--- src/rtl/battery_voltage_slew_filter_unit_defines.svh ---
// Assertion macros for the battery voltage slew filter.
// Included by the top level; no other dependencies.
`ifndef BATTERY_VOLTAGE_SLEW_FILTER_UNIT_DEFINES_SVH
`define BATTERY_VOLTAGE_SLEW_FILTER_UNIT_DEFINES_SVH

`ifndef SYNTHESIS
`define BVSF_ASSERT_SAME(label, ante, cons) \
    label: assert property (@(posedge clk) disable iff (!rst_n) (ante) |-> (cons)) \
        else $error("bvsf assertion failed");
`define BVSF_ASSERT_NEXT(label, ante, cons) \
    label: assert property (@(posedge clk) disable iff (!rst_n) (ante) |=> (cons)) \
        else $error("bvsf assertion failed");
`else
`define BVSF_ASSERT_SAME(label, ante, cons)
`define BVSF_ASSERT_NEXT(label, ante, cons)
`endif

`endif

--- src/rtl/bvsf_pkg.sv ---
// Shared types, constants and the divide-by-ten helper of the slew filter.
// No dependencies.
package bvsf_pkg;

    typedef logic [13:0]        mv_t;
    typedef logic [7:0]         period_t;
    typedef logic [9:0]         lim_val_t;
    typedef logic [12:0]        prod_t;
    typedef logic [4:0]         factor_t;
    typedef logic signed [15:0] diff_t;

    typedef struct packed {
        lim_val_t up;
        lim_val_t dn;
    } lim_t;

    localparam factor_t CHG_UP_FACTOR = 5'd12;
    localparam factor_t CHG_DN_FACTOR = 5'd20;
    localparam factor_t LVL_HI_FACTOR = 5'd15;
    localparam factor_t LVL_MID_FACTOR = 5'd12;
    localparam factor_t LVL_LO_FACTOR = 5'd8;

    localparam mv_t LVL_HI_MV  = 14'd3800;
    localparam mv_t LVL_MID_MV = 14'd3600;
    localparam mv_t FLOOR_MV   = 14'd3300;
    localparam mv_t CEIL_MV    = 14'd16383;

    localparam diff_t HALVE_ABOVE = -16'sd6;
    localparam diff_t MAG_BIG     = 16'sd30;
    localparam diff_t MAG_MID     = 16'sd10;

    localparam logic [13:0] DIV10_RECIP = 14'd6554;

    // floor(x / 10) for x below 8192
    function automatic lim_val_t div10(input prod_t x);
        logic [27:0] p;
        begin
            p = {15'd0, x} * {14'd0, DIV10_RECIP};
            return p[25:16];
        end
    endfunction

endpackage

--- src/rtl/bvsf_limit.sv ---
// Clamps the sample period and forms the rise and fall limits for one item.
// Depends on bvsf_pkg.
module bvsf_limit #(
    parameter int MAX_PERIOD_S = 60
) (
    input  bvsf_pkg::period_t period,
    input  bvsf_pkg::mv_t     filt,
    input  logic              charging,
    output bvsf_pkg::lim_t    lim
);
    import bvsf_pkg::*;

    localparam period_t MAX_T = period_t'(MAX_PERIOD_S);

    period_t t;
    factor_t dn_factor;
    prod_t   up_prod;
    prod_t   dn_prod;

    always_comb
    begin
        if (period == 8'd0)
            t = 8'd1;
        else if (period > MAX_T)
            t = MAX_T;
        else
            t = period;

        if (charging)
            dn_factor = CHG_DN_FACTOR;
        else if (filt > LVL_HI_MV)
            dn_factor = LVL_HI_FACTOR;
        else if (filt > LVL_MID_MV)
            dn_factor = LVL_MID_FACTOR;
        else
            dn_factor = LVL_LO_FACTOR;

        up_prod = {5'd0, t} * {8'd0, CHG_UP_FACTOR};
        dn_prod = {5'd0, t} * {8'd0, dn_factor};
        lim.up  = div10(up_prod);
        lim.dn  = div10(dn_prod);
    end

endmodule

--- src/rtl/bvsf_core.sv ---
// Next filter value from the stored filter, one sample and the limits.
// Depends on bvsf_pkg.
module bvsf_core (
    input  bvsf_pkg::mv_t  filt,
    input  bvsf_pkg::mv_t  sample,
    input  logic           charging,
    input  bvsf_pkg::lim_t lim,
    output bvsf_pkg::mv_t  filt_next
);
    import bvsf_pkg::*;

    diff_t      d;
    diff_t      d_lim;
    diff_t      up_s;
    diff_t      dn_s;
    diff_t      mag;
    diff_t      step;
    diff_t      sum;
    logic [1:0] sh;

    always_comb
    begin
        up_s = diff_t'({6'd0, lim.up});
        dn_s = -diff_t'({6'd0, lim.dn});
        d    = diff_t'({2'b00, sample}) - diff_t'({2'b00, filt});

        d_lim = d;
        if (charging)
        begin
            if (d_lim > up_s)
                d_lim = up_s;
        end
        else if (d_lim > HALVE_ABOVE)
        begin
            d_lim = d_lim >>> 1;
        end
        if (d_lim < dn_s)
            d_lim = dn_s;

        mag = (d_lim < 16'sd0) ? -d_lim : d_lim;
        if (mag > MAG_BIG)
            sh = 2'd1;
        else if (mag > MAG_MID)
            sh = 2'd2;
        else
            sh = 2'd3;

        step = d_lim >>> sh;
        sum  = diff_t'({2'b00, filt}) + step;

        if (sum < diff_t'({2'b00, FLOOR_MV}))
            filt_next = FLOOR_MV;
        else if (sum > diff_t'({2'b00, CEIL_MV}))
            filt_next = CEIL_MV;
        else
            filt_next = sum[13:0];
    end

endmodule

--- src/rtl/battery_voltage_slew_filter_unit.sv ---
// Battery voltage slew filter: samples pass the input register, then the filter register.
// One item per cycle unless out_stall holds; the filter register is updated in the same cycle
// the result register loads, so each item sees the previous item's value.
// One item is held in the input register while a result waits on a stall.
// Reset (rst_n low, async) clears valid flags, filter to 0, unprimed, period to 1.
`include "battery_voltage_slew_filter_unit_defines.svh"

module battery_voltage_slew_filter_unit #(
    parameter int MAX_PERIOD_S = 60
) (
    input  logic              clk,
    input  logic              rst_n,
    input  logic              cfg_wr_en,
    input  bvsf_pkg::period_t cfg_wr_data,
    input  logic              in_valid,
    output logic              in_stall,
    input  bvsf_pkg::mv_t     sample_mv,
    input  logic              is_charging,
    output logic              out_valid,
    input  logic              out_stall,
    output bvsf_pkg::mv_t     filtered_mv
);
    import bvsf_pkg::*;

    period_t period_reg;
    logic    in_valid_reg, in_valid_next;
    mv_t     sample_reg;
    logic    charging_reg;
    mv_t     filter_reg, filter_next;
    logic    primed_reg;
    logic    out_valid_reg, out_valid_next;
    logic    advance;
    logic    in_take;
    lim_t    lim;
    mv_t     core_next;

    bvsf_limit #(
        .MAX_PERIOD_S (MAX_PERIOD_S)
    ) u_limit (
        .period   (period_reg),
        .filt     (filter_reg),
        .charging (charging_reg),
        .lim      (lim)
    );

    bvsf_core u_core (
        .filt      (filter_reg),
        .sample    (sample_reg),
        .charging  (charging_reg),
        .lim       (lim),
        .filt_next (core_next)
    );

    always_comb
    begin
        advance  = in_valid_reg && (!out_valid_reg || !out_stall);
        in_stall = in_valid_reg && !advance;
        in_take  = in_valid && !in_stall;

        if (in_take)
            in_valid_next = 1'b1;
        else if (advance)
            in_valid_next = 1'b0;
        else
            in_valid_next = in_valid_reg;

        if (advance)
            out_valid_next = 1'b1;
        else if (!out_stall)
            out_valid_next = 1'b0;
        else
            out_valid_next = out_valid_reg;

        filter_next = primed_reg ? core_next : sample_reg;
    end

    always_ff @(posedge clk or negedge rst_n)
    begin
        if (!rst_n)
        begin
            period_reg    <= 8'd1;
            in_valid_reg  <= 1'b0;
            out_valid_reg <= 1'b0;
            filter_reg    <= '0;
            primed_reg    <= 1'b0;
        end
        else
        begin
            if (cfg_wr_en)
                period_reg <= cfg_wr_data;
            in_valid_reg  <= in_valid_next;
            out_valid_reg <= out_valid_next;
            if (advance)
            begin
                filter_reg <= filter_next;
                primed_reg <= 1'b1;
            end
        end
    end

    always_ff @(posedge clk)
    begin
        if (in_take)
        begin
            sample_reg   <= sample_mv;
            charging_reg <= is_charging;
        end
    end

    assign out_valid   = out_valid_reg;
    assign filtered_mv = filter_reg;

    `BVSF_ASSERT_NEXT(a_floor_held, advance && primed_reg, filter_reg >= FLOOR_MV)
    `BVSF_ASSERT_NEXT(a_first_pass, advance && !primed_reg, filter_reg == $past(sample_reg))
    `BVSF_ASSERT_SAME(a_stall_cause, in_stall, out_valid_reg && out_stall)
    `BVSF_ASSERT_NEXT(a_result_follows, advance, out_valid_reg && primed_reg)

endmodule

--- config.mk ---
export PLATFORM = sky130hd
export DESIGN_NAME = battery_voltage_slew_filter_unit
export DESIGN_NICKNAME = d
export VERILOG_FILES = /design/src/rtl/bvsf_pkg.sv /design/src/rtl/bvsf_limit.sv /design/src/rtl/bvsf_core.sv /design/src/rtl/battery_voltage_slew_filter_unit.sv
export VERILOG_INCLUDE_DIRS = /design/src /design/src/rtl
export SDC_FILE = /design/constraint.sdc
export NUM_CORES = 1
export LEC_CHECK = 0
export BUFFER_PORTS_ARGS = -buffer_cell sky130_fd_sc_hd__buf_2
export CAP_MARGIN = 20
export CORE_UTILIZATION = 51
export DETAILED_ROUTE_END_ITERATION = 10
export MAX_ROUTING_LAYER = met4
export PLACE_DENSITY_LB_ADDON = 0.08
export SLEW_MARGIN = 25
export SYNTH_ARGS = -nofsm -noshare
export SYNTH_HDL_FRONTEND = slang
export SYNTH_SLANG_ARGS = --single-unit
--- constraint.sdc ---
create_clock -name clk -period 21.5 [get_ports clk]
set_input_delay 3.225 -clock clk [delete_from_list [all_inputs] [get_ports clk]]
set_output_delay 3.225 -clock clk [all_outputs]
set_load 0.01 [all_outputs]
==> results of run 1 <==
==> per-stage QoR <==
stage / utilization / worst slack [ns] / area (um2)
finish: 0.556 / 1.86 / 12700
global route: 0.556 / 0.291 / 12700
CTS: 0.555 / 1.52 / 12600
detailed placement: 0.547 / 1.64 / 12500
global placement: 0.547 / 2.01 / 12500
floorplan: - / 3.34 / 12000
==> metal layers <==
layer	share of wire	global-route usage	vias to the layer above
li1	-	-	5092
met1	0.48	0.355	4860
met2	0.47	0.439	219
met3	0.037	0.0187	30
met4	0.014	0.0391	0
met5	0	-	-
==> cell families after synthesis <==
logic type / count (synthesis)
AND/OR/NAND/NOR: 326
multiplexers: 55
AO/OA/AOI/OAI: 335
buffers and inverters: 278
flip-flops: 40
adder cells (fa/ha/maj): 310
XOR/XNOR: 74
other: 2
==> how the worst min path moves through the flow <==
stage	to	slack, ns	cells past startpoint
2_1_floorplan	out_valid	0.47	1
3_3_place_gp	out_valid	0.48	1
3_5_place_dp	out_valid	0.49	1
4_1_cts	out_valid	0.50	1
5_1_grt	out_valid	0.54	1
6_report	out_valid	0.50	1
==> what timing repair did <==
action,4_1_cts,5_1_grt
gates resized for setup,0,3
setup buffers,0,2
endpoints found under the hold margin,0,0
endpoints found under the setup margin,0,14
==> final cells by class <==
| type | count | area [um2] |
|---|---|---|
| timing repair buffer | 47 | 245 |
| inverter | 247 | 928 |
| multi-input combinational | 1114 | 9860 |
| fill | 2165 | 10100 |
| tap | 313 | 392 |
| sequential | 40 | 1080 |
| clock inverter | 3 | 47.5 |
| clock buffer | 5 | 125 |
==> critical path, delay by kind of cell (launching register included) <==
| kind | cells | cell delay [ns] |
|---|---|---|
| AO/OA/AOI/OAI | 33 | 7.98 |
| adder cells (fa/ha/maj) | 14 | 5.89 |
| AND/OR/NAND/NOR | 17 | 3.51 |
| multiplexers | 4 | 0.79 |
| buffers and inverters | 8 | 0.59 |
| flip-flops | 1 | 0.52 |
| XOR/XNOR | 1 | 0.22 |
==> layout by cell type (no fill, tap or decap), types with 15 or more instances in the layout <==
| cell | n |
|---|---|
| mux2i_1 | 38 |
| a21oi_1 | 79 |
| and3_1 | 16 |
| a21o_1 | 24 |
| nor3_1 | 25 |
| dfrtp_1 | 24 |
| o21ai_0 | 51 |
| inv_1 | 244 |
| nand3_1 | 29 |
| nand4_1 | 17 |
| edfxtp_1 | 15 |
| ha_1 | 229 |
| nor2_1 | 68 |
| a211oi_1 | 17 |
| xor2_1 | 26 |
| nand2_1 | 76 |
| fa_1 | 81 |
| xnor2_1 | 46 |
| and2_1 | 17 |
| mux2_2 | 16 |
| o21bai_1 | 17 |
| buf_2 | 43 |
==> summary.md, run 1 <==
| Metric | Value |
|---|---|
| H-tree levels | 2 |
| FF-to-FF End | filtered_mv[2] |
| Max_slew headroom | 0.340 |
| Most used standard cell by instance count after synthesis | inv_1 |
| Cells after Synth | 1420 |
| CP max-delay cell | fa_1 |
| WP data required | 21.66 ns |
| WL/cell | 16.9 um |
| Gr ovfl total | 0 |
| Critical path class | reg -> reg |
| Slowest stage delay, CP | 0.54 ns |
| Share of cells above drive strength 1 | 0.0735 |
| Die ar. | 24000 um2 |
| Num CTS Buffers | 5 |
| Post-synth EDFFs | 15 |
| Row Count | 55 |
| Clk_skew | 0.00451 ns |
| DPL Wire Length | 25500 um |
| Final ANT Viol Nets | 0 |
| Port Buf Inserts | 43 |
| Vias | 10200 |
| Hold Vio Cnt, Final | 0 |
| CTS root buffer | clkbuf_16 |
| Period utilization | 0.913 |
| Vias in the first global route | 9809 |
| Yosys top cell area share | 0.240 |
| Vias/cell | 5.77 |
| Worst Hold Slack | 0.497 ns |
| Post-synthesis compound-gate area fraction | 0.201 |
| XOR/XNOR Fraction of Synth Area | 0.0556 |
| Mux cell area share after synthesis | 0.0479 |
| RSZ-0062 raised after global routing | no |
| Adder-cell share of the synthesized area | 0.376 |
| CP Data Arrival Time | 19.80 ns |
| Register area share after synthesis | 0.0903 |
| Number of DRC markers in iteration 0 | 710 |
| WL final | 29900 um |
| Max Root-Sink Buffers | 2 |
| Die Ht | 155 um |
| I/O pin count | 44 |
| CP endpoint kind | flop |
| Number of synthesis warnings | 0 |
| Dominant cells by area after synthesis | ha_1 24%, fa_1 14%, inv_1 7.7%, dfrtp_1 5.0%, edfxtp_1 3.8% |
| Die X | 155 um |
| Synth cell types | 91 |
| Worst hold path startpoint | in_valid_reg |
| Core Area | 22800 um2 |
| Run status | finished clean |
| CP startpoint kind | flop |
| Yosys top cell by area | ha_1 |
| Initial antenna violation count | 0 |
| Clock latency on the worst-skew pair | 0.29 ns |
| Measured slew at the worst slew-check pin | 0.963 ns |
| Peak fanout along the critical path | 13 |
| Ant diodes | 0 |
| Fmax | 50.9 MHz |
| Clk pin slew, worst setup/hold paths | 0.07 ns |
| GPL Wtd Cong | 0.909 |
| Mapped Avg Cell Area | 8.40 um2 |
| #FFs+latches synth | 40 |
| Largest family of logic cells by synthesized area | adder cells |
| Starting density of the core | 0.524 |
| R2R setup slack | 1.86 ns |
| Crit path from | filtered_mv[1] |
| Dpl cells | 1759 |
| Largest net degree at the start of global routing | 26 |
| Syn Std Cell Area | 11900 um2 |
| Final TNS setup | 0 ns |
| Crit Reg-Reg Startpoint | filtered_mv[1] |
| Synth async-reset ratio | 0.625 |
| Worst Setup EP | filtered_mv[2] |
| Predominant post-synthesis flop cell | dfrtp_1 |
| Min-Delay Path Class | reg -> reg |
| Synth Area in Simple Gates | 0.140 |
| Layout area overhead | 6.22% |
| Max-slew violations | 0 |
| First-pass GRT wire length | 49400 um |
| DRT Pass-1 Iters | 5 |
| GR Util All Layers | 0.262 |
| Max_cap viols | 0 |
| Post-cts hold buffer count | 0 |
| FF-to-FF path depth | 77 |
| Final min period | 19.64 ns |
| # setup viols final | 0 |
| DR DRC count | 0 |
| CTS Sinks | 40 |
| Total Nets Final | 1793 |
| CTS tree | done |
| Synth cell count leaders | 244 x inv_1, 229 x ha_1, 81 x fa_1 |
| Post-Layout Cell Count | 1769 |
Power of run 1 is left out: the tool's default activity adds up to more than one toggle a clock period on the data nets, which glitch-free logic cannot reach.
==> run 2: changes to the inputs <==
- BUFFER_PORTS_ARGS: -buffer_cell sky130_fd_sc_hd__buf_2 -> not set
- DONT_BUFFER_PORTS: not set -> 1
==> summary.md, run 2 (synthesis results as in run 1) <==
| Metric | Value |
|---|---|
| Run status | finished clean (unchanged) |
| Most frequent cells in the layout | 244 x inv_1, 229 x ha_1, 81 x fa_1, 80 x a21oi_1, 76 x nand2_1 (was 244 x inv_1, 229 x ha_1, 81 x fa_1, 79 x a21oi_1, 76 x nand2_1) |
| Final core occ | 0.547 (was 0.556) |
| GPL Wtd Cong | 0.906 (was 0.909) |
| Die ar. | 24000 um2 (unchanged) |
| WL/cell | 17.3 um (was 16.9 um) |
| Max_cap viols | 0 (unchanged) |
| Vias | 10100 (was 10200) |
| DPL Wire Length | 25700 um (was 25500 um) |
| CTS Sinks | 40 (unchanged) |
| Number of DRC markers in iteration 0 | 685 (was 710) |
| WP data required | 21.70 ns (was 21.66 ns) |
| Initial antenna violation count | 0 (unchanged) |
| H-tree levels | 2 (unchanged) |
| Gr ovfl total | 0 (unchanged) |
| Core Area | 22800 um2 (unchanged) |
| Clk_skew | 0.00336 ns (was 0.00451 ns) |
| Period utilization | 0.924 (was 0.913) |
| Dpl cells | 1716 (was 1759) |
| Clock latency on the worst-skew pair | 0.29 ns (about the same) |
| DRT Pass-1 Iters | 5 (unchanged) |
| R2R setup slack | 1.63 ns (was 1.86 ns) |
| Delay-heaviest family, CP | compound AO/OA/AOI/OAI gates (unchanged) |
| FF-to-FF End | filtered_mv[1] (was filtered_mv[2]) |
| Hold Crit Depth | 1 (unchanged) |
| Die X | 155 um (unchanged) |
| Crit Reg-Reg Startpoint | filtered_mv[1] (unchanged) |
| Starting density of the core | 0.524 (unchanged) |
| Max_slew headroom | 0.441 (was 0.340) |
| Layout area overhead | 4.42% (was 6.22%) |
| # setup viols final | 0 (unchanged) |
| Final ANT Viol Nets | 0 (unchanged) |
| Post-Layout Cell Count | 1728 (was 1769) |
| Ant diodes | 0 (unchanged) |
| Max-slew violations | 0 (unchanged) |
| First-pass GRT wire length | 49000 um (was 49400 um) |
| GR Util All Layers | 0.261 (was 0.262) |
| Commonest non-fill, non-tap cell in the layout | inv_1 (unchanged) |
| CTS root buffer | clkbuf_16 (unchanged) |
| Die Ht | 155 um (unchanged) |
| Final min period | 19.87 ns (was 19.64 ns) |
| Fmax | 50.3 MHz (was 50.9 MHz) |
| Share of cells above drive strength 1 | 0.0452 (was 0.0735) |
| Hold Vio Cnt, Final | 0 (unchanged) |
| Worst path bufs/invs | 8 (unchanged) |
| CTS tree | done (unchanged) |
| CP Data Arrival Time | 20.07 ns (was 19.80 ns) |
| WL final | 29900 um (about the same) |
| CP max-delay cell | nor4_1 (was fa_1) |
| DR DRC count | 0 (unchanged) |
| Max Root-Sink Buffers | 2 (unchanged) |
| Clk pin slew, worst setup/hold paths | 0.07 ns (about the same) |
| Vias/cell | 5.84 (was 5.77) |
| Peak fanout along the critical path | 13 (unchanged) |
| Port Buf Inserts | 0 (was 43) |
| FF-to-FF path depth | 77 (unchanged) |
| Total Nets Final | 1752 (was 1793) |
| Slowest stage delay, CP | 0.62 ns (was 0.54 ns) |
| CP startpoint kind | flop (unchanged) |
| Critical path class | reg -> reg (unchanged) |
| Hold EP | out_valid (unchanged) |
| I/O pin count | 44 (unchanged) |
| Largest net degree at the start of global routing | 26 (unchanged) |
| Worst hold path startpoint | in_valid_reg (unchanged) |
| Min-Delay Path Class | reg -> reg (unchanged) |
| Most used cell, CP | a21oi_1 |
| Row Count | 55 (unchanged) |
| Final TNS setup | 0 ns (unchanged) |
| Num CTS Buffers | 5 (unchanged) |
| RSZ-0062 raised after global routing | no (unchanged) |
| CP endpoint kind | flop (unchanged) |
| Measured slew at the worst slew-check pin | 0.831 ns (was 0.963 ns) |
| Vias in the first global route | 9803 (was 9809) |
## run 2: cell types whose count changed in the layout (fill, tap and decap cells not counted), sizes merged
cell  delta
buf     -41
## run 2: per-stage QoR
step	cell area (um2)	hold slack, ns	setup slack, ns
final	12500	0.498	1.63
after global routing	12500	0.520	0.0359
after CTS	12400	0.501	1.63
after global placement	12300	0.480	1.96
after floorplan	12000	0.470	3.34
after detailed placement	12300	0.486	1.69
## run 2: cell type report
cell class              count  area [um2]
clock buffers               5         125
clock inverters             3        47.5
fillers                  2160       10300
inverters                 247         928
multi-input cells        1114        9850
flip-flops and latches     40        1080
well taps                 313         392
repair buffers              6        45.0
## run 2: routing by layer
| metal | wire length (um) | global-route usage | vias to the layer above |
|---|---|---|---|
| met4 | 459 | 0.0471 | 0 |
| met5 | 0 | - | - |
| met3 | 1370 | 0.0306 | 42 |
| met1 | 13800 | 0.339 | 4806 |
| met2 | 14200 | 0.439 | 238 |
| li1 | - | - | 5007 |
## run 2: how the worst max path moves through the flow
stage,startpoint,end,cells after the start
finish,filtered_mv[1],filtered_mv[1],77
global route,filtered_mv[1],filtered_mv[3],81
CTS,filtered_mv[1],filtered_mv[1],77
detailed placement,filtered_mv[1],filtered_mv[11],81
global placement,filtered_mv[0],filtered_mv[11],81
floorplan,filtered_mv[0],filtered_mv[10],79
## run 2: what timing repair did
action	4_1_cts	5_1_grt
gates resized for setup	0	0
endpoints found under the setup margin	0	14
hold buffers	0	0
buffers inserted	0	4
Power of run 2 is left out for the same reason.
